$ cat src/hdl/tccw_pkg.sv
// Shared types and constants for the text console character writer.
// No dependencies; imported by every module of the block.
`default_nettype none
package tccw_pkg;

    localparam int CELL_W       = 15;
    localparam int BUFFER_CELLS = 1 << CELL_W;
    localparam int COL_W        = 9;
    localparam int BYTE_W       = 8;
    localparam int WORD_W       = 16;
    localparam int DIV_CNT_W    = $clog2(CELL_W);
    localparam int PADDR_W      = 4;
    localparam int PDATA_W      = 32;

    localparam logic [BYTE_W-1:0] CURSOR_ATTR = 8'h0F;
    localparam logic [BYTE_W-1:0] BLANK_CHAR  = 8'h20;
    localparam logic [CELL_W-1:0] TAB_STEP    = 15'd4;

    localparam logic [BYTE_W-1:0] CH_BS = 8'h08;
    localparam logic [BYTE_W-1:0] CH_HT = 8'h09;
    localparam logic [BYTE_W-1:0] CH_LF = 8'h0A;
    localparam logic [BYTE_W-1:0] CH_VT = 8'h0B;
    localparam logic [BYTE_W-1:0] CH_FF = 8'h0C;
    localparam logic [BYTE_W-1:0] CH_CR = 8'h0D;

    localparam logic [1:0] REG_COLUMNS     = 2'd0;
    localparam logic [1:0] REG_SCROLL_ROWS = 2'd1;
    localparam logic [1:0] REG_TEXT_ATTR   = 2'd2;
    localparam logic [1:0] REG_CURSOR_FOLL = 2'd3;

    typedef struct packed {
        logic [COL_W-1:0]  columns;
        logic [BYTE_W-1:0] scroll_rows;
        logic [BYTE_W-1:0] text_attribute;
        logic              cursor_follow;
    } t_cfg;

    typedef enum logic [3:0] {
        CMD_NONE,
        CMD_CLEAR,
        CMD_LOAD,
        CMD_APPLY,
        CMD_DIV_WP,
        CMD_DIV_OFFS,
        CMD_DIV_STEP,
        CMD_NL_MUL,
        CMD_NL_SET,
        CMD_MARK_RD,
        CMD_MARK_PUT,
        CMD_SC_MUL,
        CMD_SC_SET,
        CMD_OFFS
    } t_dp_cmd;

    typedef enum logic [2:0] {
        CLS_PRINT,
        CLS_NL,
        CLS_TAB,
        CLS_VT,
        CLS_BS,
        CLS_FF
    } t_char_cls;

    typedef struct packed {
        t_char_cls cls;
        logic      div_last;
        logic      y_gt;
        logic      clear_done;
        logic      two_results;
    } t_dp_status;

endpackage
`default_nettype wire

$ cat src/hdl/tccw_ctrl.sv
// Controller state machine: sequences datapath commands per character
// and runs both handshakes. Depends on tccw_pkg.
`default_nettype none
module tccw_ctrl
    import tccw_pkg::*;
(
    input  wire logic       i_clk,
    input  wire logic       i_rst_n,
    input  wire logic       i_char_valid,
    input  wire logic       i_res_ready,
    input  wire logic       i_follow,
    input  wire t_dp_status i_status,
    output logic      o_char_ready,
    output logic      o_res_valid,
    output logic      o_out_sel,
    output t_dp_cmd   o_cmd
);

    typedef enum logic [3:0] {
        S_CLEAR,
        S_IDLE,
        S_DISPATCH,
        S_NL_DIV,
        S_NL_MUL,
        S_NL_SET,
        S_MARK_RD,
        S_MARK_PUT,
        S_SC_START,
        S_SC_DIV,
        S_SC_CHK,
        S_SC_SET,
        S_OFFS,
        S_OUT0,
        S_OUT1
    } t_state;

    t_state r_state;
    t_state n_state;

    always_ff @(posedge i_clk) begin
        if (!i_rst_n) begin
            r_state <= S_CLEAR;
        end else begin
            r_state <= n_state;
        end
    end

    assign o_char_ready = (r_state == S_IDLE);
    assign o_res_valid  = (r_state == S_OUT0) || (r_state == S_OUT1);
    assign o_out_sel    = (r_state == S_OUT1);

    always_comb begin
        n_state = r_state;
        o_cmd   = CMD_NONE;
        unique case (r_state)
            S_CLEAR: begin
                o_cmd = CMD_CLEAR;
                if (i_status.clear_done) begin
                    n_state = S_IDLE;
                end
            end
            S_IDLE: begin
                if (i_char_valid) begin
                    o_cmd   = CMD_LOAD;
                    n_state = S_DISPATCH;
                end
            end
            S_DISPATCH: begin
                if (i_status.cls == CLS_NL) begin
                    o_cmd   = CMD_DIV_WP;
                    n_state = S_NL_DIV;
                end else begin
                    o_cmd   = CMD_APPLY;
                    n_state = (i_status.cls == CLS_BS) ? S_SC_START : S_MARK_RD;
                end
            end
            S_NL_DIV: begin
                o_cmd = CMD_DIV_STEP;
                if (i_status.div_last) begin
                    n_state = S_NL_MUL;
                end
            end
            S_NL_MUL: begin
                o_cmd   = CMD_NL_MUL;
                n_state = S_NL_SET;
            end
            S_NL_SET: begin
                o_cmd   = CMD_NL_SET;
                n_state = S_MARK_RD;
            end
            S_MARK_RD: begin
                if (i_follow) begin
                    o_cmd   = CMD_MARK_RD;
                    n_state = S_MARK_PUT;
                end else begin
                    n_state = S_SC_START;
                end
            end
            S_MARK_PUT: begin
                o_cmd   = CMD_MARK_PUT;
                n_state = S_SC_START;
            end
            S_SC_START: begin
                o_cmd   = CMD_DIV_OFFS;
                n_state = S_SC_DIV;
            end
            S_SC_DIV: begin
                o_cmd = CMD_DIV_STEP;
                if (i_status.div_last) begin
                    n_state = S_SC_CHK;
                end
            end
            S_SC_CHK: begin
                if (i_status.y_gt) begin
                    o_cmd   = CMD_SC_MUL;
                    n_state = S_SC_SET;
                end else begin
                    o_cmd   = CMD_OFFS;
                    n_state = S_OUT0;
                end
            end
            S_SC_SET: begin
                o_cmd   = CMD_SC_SET;
                n_state = S_OFFS;
            end
            S_OFFS: begin
                o_cmd   = CMD_OFFS;
                n_state = S_OUT0;
            end
            S_OUT0: begin
                if (i_res_ready) begin
                    n_state = i_status.two_results ? S_OUT1 : S_IDLE;
                end
            end
            S_OUT1: begin
                if (i_res_ready) begin
                    n_state = S_IDLE;
                end
            end
            default: n_state = S_CLEAR;
        endcase
    end

endmodule
`default_nettype wire

$ cat config.mk
export PLATFORM = sky130hd
export DESIGN_NAME = tccw_ctrl
export DESIGN_NICKNAME = d
export VERILOG_FILES = /design/src/hdl/tccw_pkg.sv /design/src/hdl/tccw_ctrl.sv
export SDC_FILE = /design/constraint.sdc
export NUM_CORES = 1
export LEC_CHECK = 0
export BUFFER_PORTS_ARGS = -buffer_cell sky130_fd_sc_hd__buf_4
export CAP_MARGIN = 5
export CELL_PAD_IN_SITES_DETAIL_PLACEMENT = 0
export CELL_PAD_IN_SITES_GLOBAL_PLACEMENT = 1
export CORE_MARGIN = 2
export CORE_UTILIZATION = 35
export DETAILED_ROUTE_END_ITERATION = 6
export HOLD_SLACK_MARGIN = 0.12
export PLACE_DENSITY = 0.81
export RECOVER_POWER = 25
export SLEW_MARGIN = 20
export SYNTH_ARGS = -nofsm -noshare
export SYNTH_HDL_FRONTEND = slang
export SYNTH_SLANG_ARGS = --single-unit
$ cat constraint.sdc
create_clock -name i_clk -period 2 [get_ports i_clk]
set_input_delay 0 -clock i_clk [delete_from_list [all_inputs] [get_ports i_clk]]
set_output_delay 0 -clock i_clk [all_outputs]
set_load 0.01 [all_outputs]
==> metrics <==
run status finished, final reports clean; CTS H-tree lvls 1; Internal 462 µW; placed cells roughly 110; largest net degree at the start of global routing 22; Inserted Diodes 0; GP Congestion 0.830; worst skew pair latency between 200 and 250 ps; synthesized flop and latch total 4; DRT Pass-1 Iters 4; setup TNS 0 ps; Design Area, Final 769 µm²; DRC viols 0; Setup crit start r_state[1]$_SDFFE_PN0P_; cell count after synthesis 82; slowest CP cell dfxtp_1; Startpoint Class register; Crit Path Max Fanout 21; leading cell type in the layout, fill and taps excluded buf_4; flip-flop count of the largest register after layout 4; Yosys Warn Count 0; r2r endpoint r_state[1]$_SDFFE_PN0P_; core area roughly 1700 µm²; stages on the worst setup path 4; flop-to-flop setup slack roughly 140 ps; Avg WL per Cell 14.6 µm; sw frac 47.9%; CTS tree done; Die Wd 46.0 µm; part of the power in registers a little under a quarter; Peak VDD IR slightly below 0.0006 V; RR Startpoint r_state[1]$_SDFFE_PN0P_; register area share after synthesis between 10% and 20%; Net Switching between 400 and 500 µW; TritonCTS Buffers 3; port bufs 18; Req. time, crit path around 2100 ps; Synth Flop Type dfxtp_1; post-synthesis adder-cell area fraction 0%; Max-cap violations 0; DP Area 738 µm²; Top delay family on crit path compound AO/OA/AOI/OAI gates; Post-CTS Setup Bufs 0; RSZ-0062 raised after global routing false; average size of a mapped cell roughly 7.5 µm²; via count of the routed design roughly 680; gr usage total 17.4%; total power density per cell area ~1200 nW/µm²; initial antenna violation count 0; Distinct cells, synth 40; Ports 19; worst setup path end r_state[1]$_SDFFE_PN0P_; drt total wl approximately 1.7 mm; Setup Skew ~8.4 ps; Final setup viols 0; CP arrival between 1500 and 2000 ps; multiplexer share of the synthesized area under 10%; min Tclk post-route ~1900 ps; post-synthesis simple-gate area fraction 31.4%; max_slew headroom 55.8%; fmax ~0.54 GHz; max-slew violations 0; reg2reg path depth 4; largest family of logic cells by synthesized area compound AO/OA/AOI/OAI gates; Clk pwr share 11.3%; Clk pin slew, worst setup/hold paths approximately 40 ps; ys async rst share 0%; Post-Synth XOR/XNOR Area under 10%; Final Net Count ~110; Final Hold Fails 0; Crit path largest cell delay approximately 730 ps; DR iter-0 viols 11; area of the die approximately 2100 µm²; sequence of cells on the critical path xnor2_1 -> o32a_1 -> o311a_4 -> a32o_1; Crit. End Element register; registers with the most flip-flops r_state x4; CTS max path bufs 2; complex-gate fraction of the synthesized area about two fifths; Leakage between 0.2 and 0.3 nW; Final Power approximately 890 µW; die height approximately 46 µm; first-pass GRT wire length around 2.7 mm; post-route ant nets 0; Hold WC Path Type in -> reg; Initial Util a little over a third; WP buf/inv 0; Combinational Power Share about two thirds; share of post-route cells with drive strength above 1 25.3%; Synth Net Count between 90 and 100; vias per inst around 5.9; Final period util 93.1%; hpwl dp 1.14 mm; CTS Root Buffer Type clkbuf_4; number of synthesized flops with an enable pin 0; Clock Sinks 4; kind of critical path reg -> reg; fin cells approximately 120; Layout area overhead 24.5%; floorplan row count 15; Worst-Margin Slew between 600 and 700 ps; Synth Cell Area around 620 µm²; total grt overflow 0; highest-count cells in the layout ignoring fill and taps buf_4, nand2b_1, nand2_1, o21ai_0, dfxtp_1; vias in the first global route between 600 and 700; most flop-heavy register r_state
## power groups by stage
stage          logic, mW  registers, mW  clock network [mW]
6_report           0.575          0.211               0.101
5_1_grt            0.617          0.222               0.111
4_1_cts            0.590          0.213               0.104
3_5_place_dp       0.573          0.214                   0
3_3_place_gp       0.576          0.212                   0
2_1_floorplan      0.524          0.126                   0
## tightest hold or removal path: stages
cell and delay [ps]:
buf_4 100, o311a_4 220, a32o_1 110
## worst min-delay path by stage
| stage | from | end | cells after the start |
|---|---|---|---|
| 2_1_floorplan | i_rst_n | r_state[0]$_SDFFE_PN0P_ | 1 |
| 3_3_place_gp | i_rst_n | r_state[0]$_SDFFE_PN0P_ | 2 |
| 3_5_place_dp | i_rst_n | r_state[0]$_SDFFE_PN0P_ | 2 |
| 4_1_cts | i_status[3] | r_state[0]$_SDFFE_PN0P_ | 3 |
| 5_1_grt | i_status[3] | r_state[3]$_SDFFE_PN0P_ | 3 |
| 6_report | i_status[3] | r_state[0]$_SDFFE_PN0P_ | 3 |
## cells by family (layout without fill, tap and decap cells)
family	Yosys count	count (layout)
buf+inv	10	27
simple gates	34	34
flops	4	4
mux	2	2
compound gates	30	30
xor+xnor	2	2
## routing by layer
layer | up-vias | routed length [µm] | GRT usage [%]
li1 | 345 | - | -
met1 | 303 | 709 | 21.9
met2 | 34 | 830 | 26.9
met3 | 2 | 136 | 5.56
met4 | 0 | 21 | 7.43
met5 | - | 0 | 0
## cell type report
class / instances / area, µm²
clock buffers: 3 / 22.5
fillers: 187 / 920
inverters: 2 / 7.51
multi-input cells: 68 / 472
flip-flops and latches: 4 / 80.1
well taps: 17 / 21.3
repair buffers: 22 / 166
## cells in the mapped netlist, drive strengths merged (3+ instances only)
library cell   n  area share [%]
nand2b        10              10
buf            8             8.3
nor2           3             1.8
o21ai          6             4.9
nand3          3             2.4
a32o           3             4.9
nand2          6             4.0
o31ai          3             3.6
nor2b          3             3.0
o21a           3             3.6
dfxtp          4              13
## repair_timing
action | CTS | global route
setup endpoints to repair | 0 | 0
resized for setup | 0 | 0
hold buffers | 2 | 0
hold endpoints to repair | 3 | 0
## metrics by stage
step / utilization [%] / hold slack, ps / setup slack [ps]
final: 45.6 / 219 / 138
after CTS: 46.2 / 215 / 218
after global placement: 43.7 / 285 / 298
after floorplan: - / 162 / 631
after global routing: 45.6 / 219 / 71.2
after detailed placement: 43.7 / 285 / 267
Power figures use the tool's default switching activity.
