### src/hdl/tccw_pkg.sv
// Shared types and constants for the text console character writer.
// No dependencies; imported by every module of the block.
`default_nettype none
package tccw_pkg;

    localparam int CELL_W       = 15;
    localparam int BUFFER_CELLS = 1 << CELL_W;
    localparam int COL_W        = 9;
    localparam int BYTE_W       = 8;
    localparam int WORD_W       = 16;
    localparam int DIV_CNT_W    = $clog2(CELL_W);
    localparam int PADDR_W      = 4;
    localparam int PDATA_W      = 32;

    localparam logic [BYTE_W-1:0] CURSOR_ATTR = 8'h0F;
    localparam logic [BYTE_W-1:0] BLANK_CHAR  = 8'h20;
    localparam logic [CELL_W-1:0] TAB_STEP    = 15'd4;

    localparam logic [BYTE_W-1:0] CH_BS = 8'h08;
    localparam logic [BYTE_W-1:0] CH_HT = 8'h09;
    localparam logic [BYTE_W-1:0] CH_LF = 8'h0A;
    localparam logic [BYTE_W-1:0] CH_VT = 8'h0B;
    localparam logic [BYTE_W-1:0] CH_FF = 8'h0C;
    localparam logic [BYTE_W-1:0] CH_CR = 8'h0D;

    localparam logic [1:0] REG_COLUMNS     = 2'd0;
    localparam logic [1:0] REG_SCROLL_ROWS = 2'd1;
    localparam logic [1:0] REG_TEXT_ATTR   = 2'd2;
    localparam logic [1:0] REG_CURSOR_FOLL = 2'd3;

    typedef struct packed {
        logic [COL_W-1:0]  columns;
        logic [BYTE_W-1:0] scroll_rows;
        logic [BYTE_W-1:0] text_attribute;
        logic              cursor_follow;
    } t_cfg;

    typedef enum logic [3:0] {
        CMD_NONE,
        CMD_CLEAR,
        CMD_LOAD,
        CMD_APPLY,
        CMD_DIV_WP,
        CMD_DIV_OFFS,
        CMD_DIV_STEP,
        CMD_NL_MUL,
        CMD_NL_SET,
        CMD_MARK_RD,
        CMD_MARK_PUT,
        CMD_SC_MUL,
        CMD_SC_SET,
        CMD_OFFS
    } t_dp_cmd;

    typedef enum logic [2:0] {
        CLS_PRINT,
        CLS_NL,
        CLS_TAB,
        CLS_VT,
        CLS_BS,
        CLS_FF
    } t_char_cls;

    typedef struct packed {
        t_char_cls cls;
        logic      div_last;
        logic      y_gt;
        logic      clear_done;
        logic      two_results;
    } t_dp_status;

endpackage
`default_nettype wire

### src/hdl/tccw_regs.sv
// APB-style configuration registers of the character writer.
// Depends on tccw_pkg.
`default_nettype none
module tccw_regs
    import tccw_pkg::*;
(
    input  wire logic               i_clk,
    input  wire logic               i_rst_n,
    input  wire logic               psel,
    input  wire logic               penable,
    input  wire logic               pwrite,
    input  wire logic [PADDR_W-1:0] paddr,
    input  wire logic [PDATA_W-1:0] pwdata,
    output logic      [PDATA_W-1:0] prdata,
    output logic                    pready,
    output t_cfg                    o_cfg
);

    t_cfg        r_cfg;
    logic [1:0]  reg_idx;

    assign reg_idx = paddr[3:2];
    assign pready  = 1'b1;
    assign o_cfg   = r_cfg;

    always_ff @(posedge i_clk) begin
        if (!i_rst_n) begin
            r_cfg.columns        <= 9'd80;
            r_cfg.scroll_rows    <= '0;
            r_cfg.text_attribute <= '0;
            r_cfg.cursor_follow  <= 1'b1;
        end else if (psel && penable && pwrite && pready) begin
            unique case (reg_idx)
                REG_COLUMNS:     r_cfg.columns        <= pwdata[COL_W-1:0];
                REG_SCROLL_ROWS: r_cfg.scroll_rows    <= pwdata[BYTE_W-1:0];
                REG_TEXT_ATTR:   r_cfg.text_attribute <= pwdata[BYTE_W-1:0];
                REG_CURSOR_FOLL: r_cfg.cursor_follow  <= pwdata[0];
                default: ;
            endcase
        end
    end

    always_comb begin
        unique case (reg_idx)
            REG_COLUMNS:     prdata = {{(PDATA_W-COL_W){1'b0}}, r_cfg.columns};
            REG_SCROLL_ROWS: prdata = {{(PDATA_W-BYTE_W){1'b0}}, r_cfg.scroll_rows};
            REG_TEXT_ATTR:   prdata = {{(PDATA_W-BYTE_W){1'b0}}, r_cfg.text_attribute};
            REG_CURSOR_FOLL: prdata = {{(PDATA_W-1){1'b0}}, r_cfg.cursor_follow};
            default:         prdata = '0;
        endcase
    end

endmodule
`default_nettype wire

### config.mk
export PLATFORM = sky130hd
export DESIGN_NAME = tccw_regs
export DESIGN_NICKNAME = d
export VERILOG_FILES = /design/src/hdl/tccw_pkg.sv /design/src/hdl/tccw_regs.sv
export SDC_FILE = /design/constraint.sdc
export NUM_CORES = 1
export LEC_CHECK = 0
export BUFFER_PORTS_ARGS = -buffer_cell sky130_fd_sc_hd__buf_2
export CAP_MARGIN = 10
export CORE_MARGIN = 2
export CORE_UTILIZATION = 41
export CTS_CLUSTER_DIAMETER = 100
export DETAILED_ROUTE_END_ITERATION = 8
export PLACE_DENSITY = 0.83
export SLEW_MARGIN = 10
export SYNTH_ARGS = -nofsm -noshare
export SYNTH_HDL_FRONTEND = slang
export SYNTH_SLANG_ARGS = --single-unit
### constraint.sdc
create_clock -name i_clk -period 0.94 [get_ports i_clk]
set_input_delay 0.047 -clock i_clk [delete_from_list [all_inputs] [get_ports i_clk]]
set_output_delay 0.047 -clock i_clk [all_outputs]
set_load 0.02 [all_outputs]
==> flow_summary.ini, run 1 <==
[outcome]
status = finished with violations
violations = negative hold slack, negative setup slack

[die]
ioPinCount = 100
die_h_um = 63.2
core_area_um2 = 3340
fp.dieW_um = 63.2
dieArea_um2 = 3990
start_util = 0.430
core.rowCount = 21

[sta]
max_freq_mhz = 746
timing.final.ws_setup_ns = -0.400
tightest_slew_ns = 0.504
finalCritPeriodShare = 1.43
hold_viol_final = 1
post-route-min-period_ns = 1.34
hold_slack_ns = -0.00230
slew_headroom = 0.664
setup_viol = 26
grt_setup_unrepaired = yes
skew_ns = 0
drv_slew = 0

[placed_design]
place_ws_ns = -0.178
dp_hpwl_mm = 2.56
place.gp.congestion = 0.772
io_buffer_count = 50

[routing]
drtPass1Iterations = 4
drt_iter0_markers = 56
ant_nets = 0
drc_errors = 0
routedWlPerCell_um = 13.4
routed_wl_mm = 3.78
vias_per_cell = 4.50
vias = 1265

[synth]
synth_cell_types = 22
synth.avg_cell_area_um2 = 9.26
ys_seq_area_frac = 0.363
synth_top_area_cell = dfxtp_1
synthTopCellsByArea = dfxtp_1, mux2i_1, buf_4
netlist_instances = 155
yosys.area.top_type_share = 0.363
yosysWarnings = 0
netlist_area_um2 = 1440
synth-seq-cells = 26

[pwr]
power.density_nw_per_um2 = 957
peakVddDrop_v = 0.000589
sequentialPowerShare = 0.555
p_sw_frac = 0.292
p_int_mw = 1.44
p_leak_nw = 1.00
clkPwrFrac = 0.233
pwr-share-comb = 0.212
p_switching_mw = 0.595

[setup_path]
r2r_cells = 4
worst_ep_required_time_ns = 0.89
cp_cell_sequence = mux4_2, buf_6
critPathMaxStageDelay_ns = 0.47
cp_max_fo = 2
cp.depth = 2
r2r_start = o_cfg[0]
cp.arrival_ns = 1.29
cp_top_family = multiplexers
worstSetupPathType = reg2out
start_kind = register
worst-path-buf-inv = 1
cp_slowest_cell = mux4_2
r2r_slack_ns = 0.06
r2r_end = o_cfg[0]
cp-end-kind = primary output

[grt]
track_usage = 0.197
grt_pass1_wl_mm = 6.18
grt_start_max_net_pins = 36
grt_overflow = 0
antenna_found_initial = 0
grt_pass1_vias = 1363

[finish]
drive_gt1_frac = 0.515
largest_register_ff_count = 26
area_growth_pct = 48.4
fin_nets = 278
insertedDiodeCount = 0
nFillCells = 318
fin_util = 0.638

[min_path]
min_to = o_cfg[0]
min-delay-start = pwdata[0]
hold_path_depth = 3
hp-class = in2reg

[clock_tree]
clk_latency_ns = 0.32
cts.sinks = 26
clk_pin_slew_ns = 0.13
htreeDepth = 1
cts_tree = yes
ctsRootBufferMaster = clkbuf_4
cts_buffers = 3
clockBufferDepth = 2

[run]
maxCapViolCount = 0
-- metrics by stage --
stage / total power [mW] / std cells / hold WS, ns / TNS (ns) / instance area (µm²)
after floorplan: 1.47 / 177 / 0.189 / 0 / 1520
after global placement: 1.52 / 258 / 0.302 / -1.22 / 1710
after detailed placement: 1.52 / 258 / 0.306 / -1.80 / 1710
after CTS: 2.04 / 277 / 0.00301 / -1.81 / 2080
after global routing: 2.13 / 281 / 0.000622 / -3.04 / 2130
final: 2.04 / 281 / -0.00230 / -1.91 / 2130
-- power by group through the flow --
stage               Sequential [mW]  Clock [mW]  Combinational [mW]
global route                   1.13       0.537               0.463
global placement               1.15           0               0.366
floorplan                      1.17           0               0.305
finish                         1.13       0.475               0.432
detailed placement             1.15           0               0.372
CTS                            1.13       0.485               0.424
-- synth_stat cells (all sizes together) --
library cell   n
o21ai          8
and2           3
a31oi          1
nand4          1
clkbuf         1
mux4           1
buf           32
nand2         39
nand3          2
mux2i         30
conb           2
nor3b          1
nor2b          1
dfxtp         26
nor2           2
inv            2
and3           1
o211ai         2
-- logic make-up after synthesis --
group / Yosys count / share of synthesized area
compound gates: 11 / 0.0427
other cells: 2 / 0.00523
flops: 26 / 0.363
simple gates: 50 / 0.174
buf+inv: 35 / 0.187
mux: 31 / 0.228
-- area by class of cell --
cell class	instances	area, µm²	share of cell area
Tap cell	46	57.6	0.0270
Sequential cell	26	553	0.260
Multi-Input combinational cell	116	733	0.344
Inverter	2	7.51	0.00353
Timing Repair Buffer	88	756	0.355
Clock buffer	3	22.5	0.0106
-- what timing repair did --
| item | in CTS | in global routing |
|---|---|---|
| pin swaps | 1 | 1 |
| gates cloned | 0 | 0 |
| hold buffers | 3 | 0 |
| setup endpoints to repair | 16 | 32 |
| hold endpoints to repair | 6 | 0 |
| setup buffers | 13 | 12 |
| gates resized for setup | 78 | 17 |
-- worst max-delay path by stage --
stage | start | endpoint | slack [ns]
2_1_floorplan | o_cfg[0] | prdata[0] | 0.01
3_3_place_gp | paddr[3] | o_cfg[17] | -0.14
3_5_place_dp | penable | o_cfg[17] | -0.18
4_1_cts | o_cfg[0] | prdata[0] | -0.41
5_1_grt | o_cfg[0] | prdata[0] | -0.45
6_report | o_cfg[0] | prdata[0] | -0.40
-- metal layers --
layer / vias to the layer above / wire (µm) / global-route usage
li1: 627 / - / -
met2: 47 / 2010 / 0.367
met4: 0 / 57 / 0.0750
met3: 7 / 171 / 0.0375
met5: - / 0 / 0
met1: 584 / 1540 / 0.219
-- cell usage in the layout, fill, tap and decap left out, types with 2 or more instances in the layout --
cell,Yosys,final
o211ai_1,2,2
dfxtp_2,0,26
buf_6,5,36
o21ai_1,0,8
nand3_1,2,2
dlygate4sd3_1,0,3
buf_2,2,24
buf_4,25,24
inv_1,2,2
nand2_1,39,39
conb_1,2,24
mux2i_1,30,30
clkbuf_4,1,3
and2_4,1,2
-- worst register-to-register path: cells and delay by family, from the launching register on --
family / cells / cell delay [ns]
buf+inv: 2 / 0.24
flops: 1 / 0.35
compound gates: 2 / 0.20
No activity file was read; power rests on OpenSTA's default activity.
==> run 2, diff against run 1 <==
--- a/config.mk
+++ b/config.mk
@@ -12,6 +12,7 @@
 export CTS_CLUSTER_DIAMETER = 100
 export DETAILED_ROUTE_END_ITERATION = 8
 export PLACE_DENSITY = 0.83
+export SKIP_LAST_GASP = 1
 export SLEW_MARGIN = 10
 export SYNTH_ARGS = -nofsm -noshare
 export SYNTH_HDL_FRONTEND = slang
==> flow_summary.ini, run 2 (synthesis results as in run 1) <==
[sta]
drv_slew = 0
hold_viol_final = 0
grt_setup_unrepaired = yes
skew_ns = 0
setup_viol = 26
hold_slack_ns = 0.00662
max_freq_mhz = 747
timing.final.ws_setup_ns = -0.399
slew_headroom = 0.666
tightest_slew_ns = 0.500
finalCritPeriodShare = 1.42
post-route-min-period_ns = 1.34

[finish]
fin_nets = 278
nFillCells = 317
largest_register_ff_count = 26
insertedDiodeCount = 0
final_common_cell = nand2_1
area_growth_pct = 48.0
layout_common_cells = nand2_1, buf_6, mux2i_1
fin_util = 0.636
final_cells = 281
drive_gt1_frac = 0.511

[die]
fp.dieW_um = 63.2
start_util = 0.430
die_h_um = 63.2
core.rowCount = 21
core_area_um2 = 3340
ioPinCount = 100
dieArea_um2 = 3990

[setup_path]
startpoint = o_cfg[1]
r2r_end = o_cfg[0]
r2r_cells = 4
r2r_start = o_cfg[0]
crit_path_end = prdata[0]
critPathMaxStageDelay_ns = 0.46
cp.arrival_ns = 1.29
cp_cell_sequence = mux4_2, buf_6
cp_slowest_cell = mux4_2
cp_max_fo = 2
cp-end-kind = primary output
start_kind = register
cp_top_family = multiplexers
worst-path-buf-inv = 1
worst_ep_required_time_ns = 0.89
r2r_slack_ns = 0.05
cp.depth = 2
worstSetupPathType = reg2out

[grt]
track_usage = 0.190
grt_start_max_net_pins = 36
antenna_found_initial = 0
grt_pass1_wl_mm = 5.98
grt_overflow = 0
grt_pass1_vias = 1329

[clock_tree]
clk_pin_slew_ns = 0.13
clk_latency_ns = 0.32
htreeDepth = 1
cts_buffers = 3
ctsRootBufferMaster = clkbuf_4
clockBufferDepth = 2
cts.sinks = 26
cts_tree = yes

[outcome]
violations = negative setup slack
status = finished with violations

[routing]
routed.top_layer = met4
routed_wl_mm = 3.79
vias = 1286
drc_errors = 0
ant_nets = 0
routedWlPerCell_um = 13.5
drt_iter0_markers = 50
drt-met1-wl_mm = 1.47
drtPass1Iterations = 4
wl_met3_um = 205
dr_wl_met2_mm = 2.05
vias_per_cell = 4.58

[run]
maxCapViolCount = 0

[pwr]
power.density_nw_per_um2 = 960
p_leak_nw = 1.00
peakVddDrop_v = 0.000511

[placed_design]
dp_hpwl_mm = 2.56
place_ws_ns = -0.178
dp_cells = 258
io_buffer_count = 50
place.gp.congestion = 0.772

[min_path]
min-delay-start = pwdata[2]
hp-class = in2reg
[run 2: cell type report]
type	count	area [µm²]	area share
Clock buffer	3	22.5	0.0106
Inverter	2	7.51	0.00354
Timing Repair Buffer	88	756	0.356
Multi-Input combinational cell	116	727	0.342
Sequential cell	26	553	0.260
Tap cell	46	57.6	0.0271
[run 2: layer usage]
metal  up-vias  track usage
li1        625            -
met1       597        0.217
met2        57        0.347
met3         7       0.0321
met4         0       0.0750
met5         -            0
[run 2: how the worst min path moves through the flow]
stage	cells past startpoint	end	slack [ns]
6_report	3	o_cfg[3]	0.007
5_1_grt	3	o_cfg[18]	0.01
4_1_cts	3	o_cfg[18]	0.003
3_5_place_dp	3	o_cfg[25]	0.31
3_3_place_gp	3	o_cfg[25]	0.30
2_1_floorplan	2	o_cfg[25]	0.19
[run 2: repair_timing]
action / in CTS / in global routing
buffers inserted: 13 / 6
gates cloned: 0 / 0
pin swaps: 1 / 1
gates resized for setup: 45 / 42
hold endpoints to repair: 6 / 0
hold buffers: 3 / 0
endpoints found under the setup margin: 16 / 32
[run 2: where the power goes]
group	internal [mW]	leakage, nW	switching (mW)
combinational	0.173	0.768	0.259
clock	0.151	0.0138	0.326
sequential	1.12	0.220	0.0114
[run 2: through the flow]
step           setup TNS (ns)  power [mW]  instance area, µm²
6_report                -1.98        2.04                2120
5_1_grt                 -2.94        2.12                2120
4_1_cts                 -2.20        2.02                1970
3_5_place_dp            -1.80        1.52                1710
3_3_place_gp            -1.22        1.52                1710
2_1_floorplan               0        1.47                1520
[run 2: worst register-to-register path: stages, from the launching register on]
cell and delay, ns:
dfxtp_2 0.35, buf_4 0.12, buf_6 0.11, a31oi_1 0.13, o21ai_0 0.08
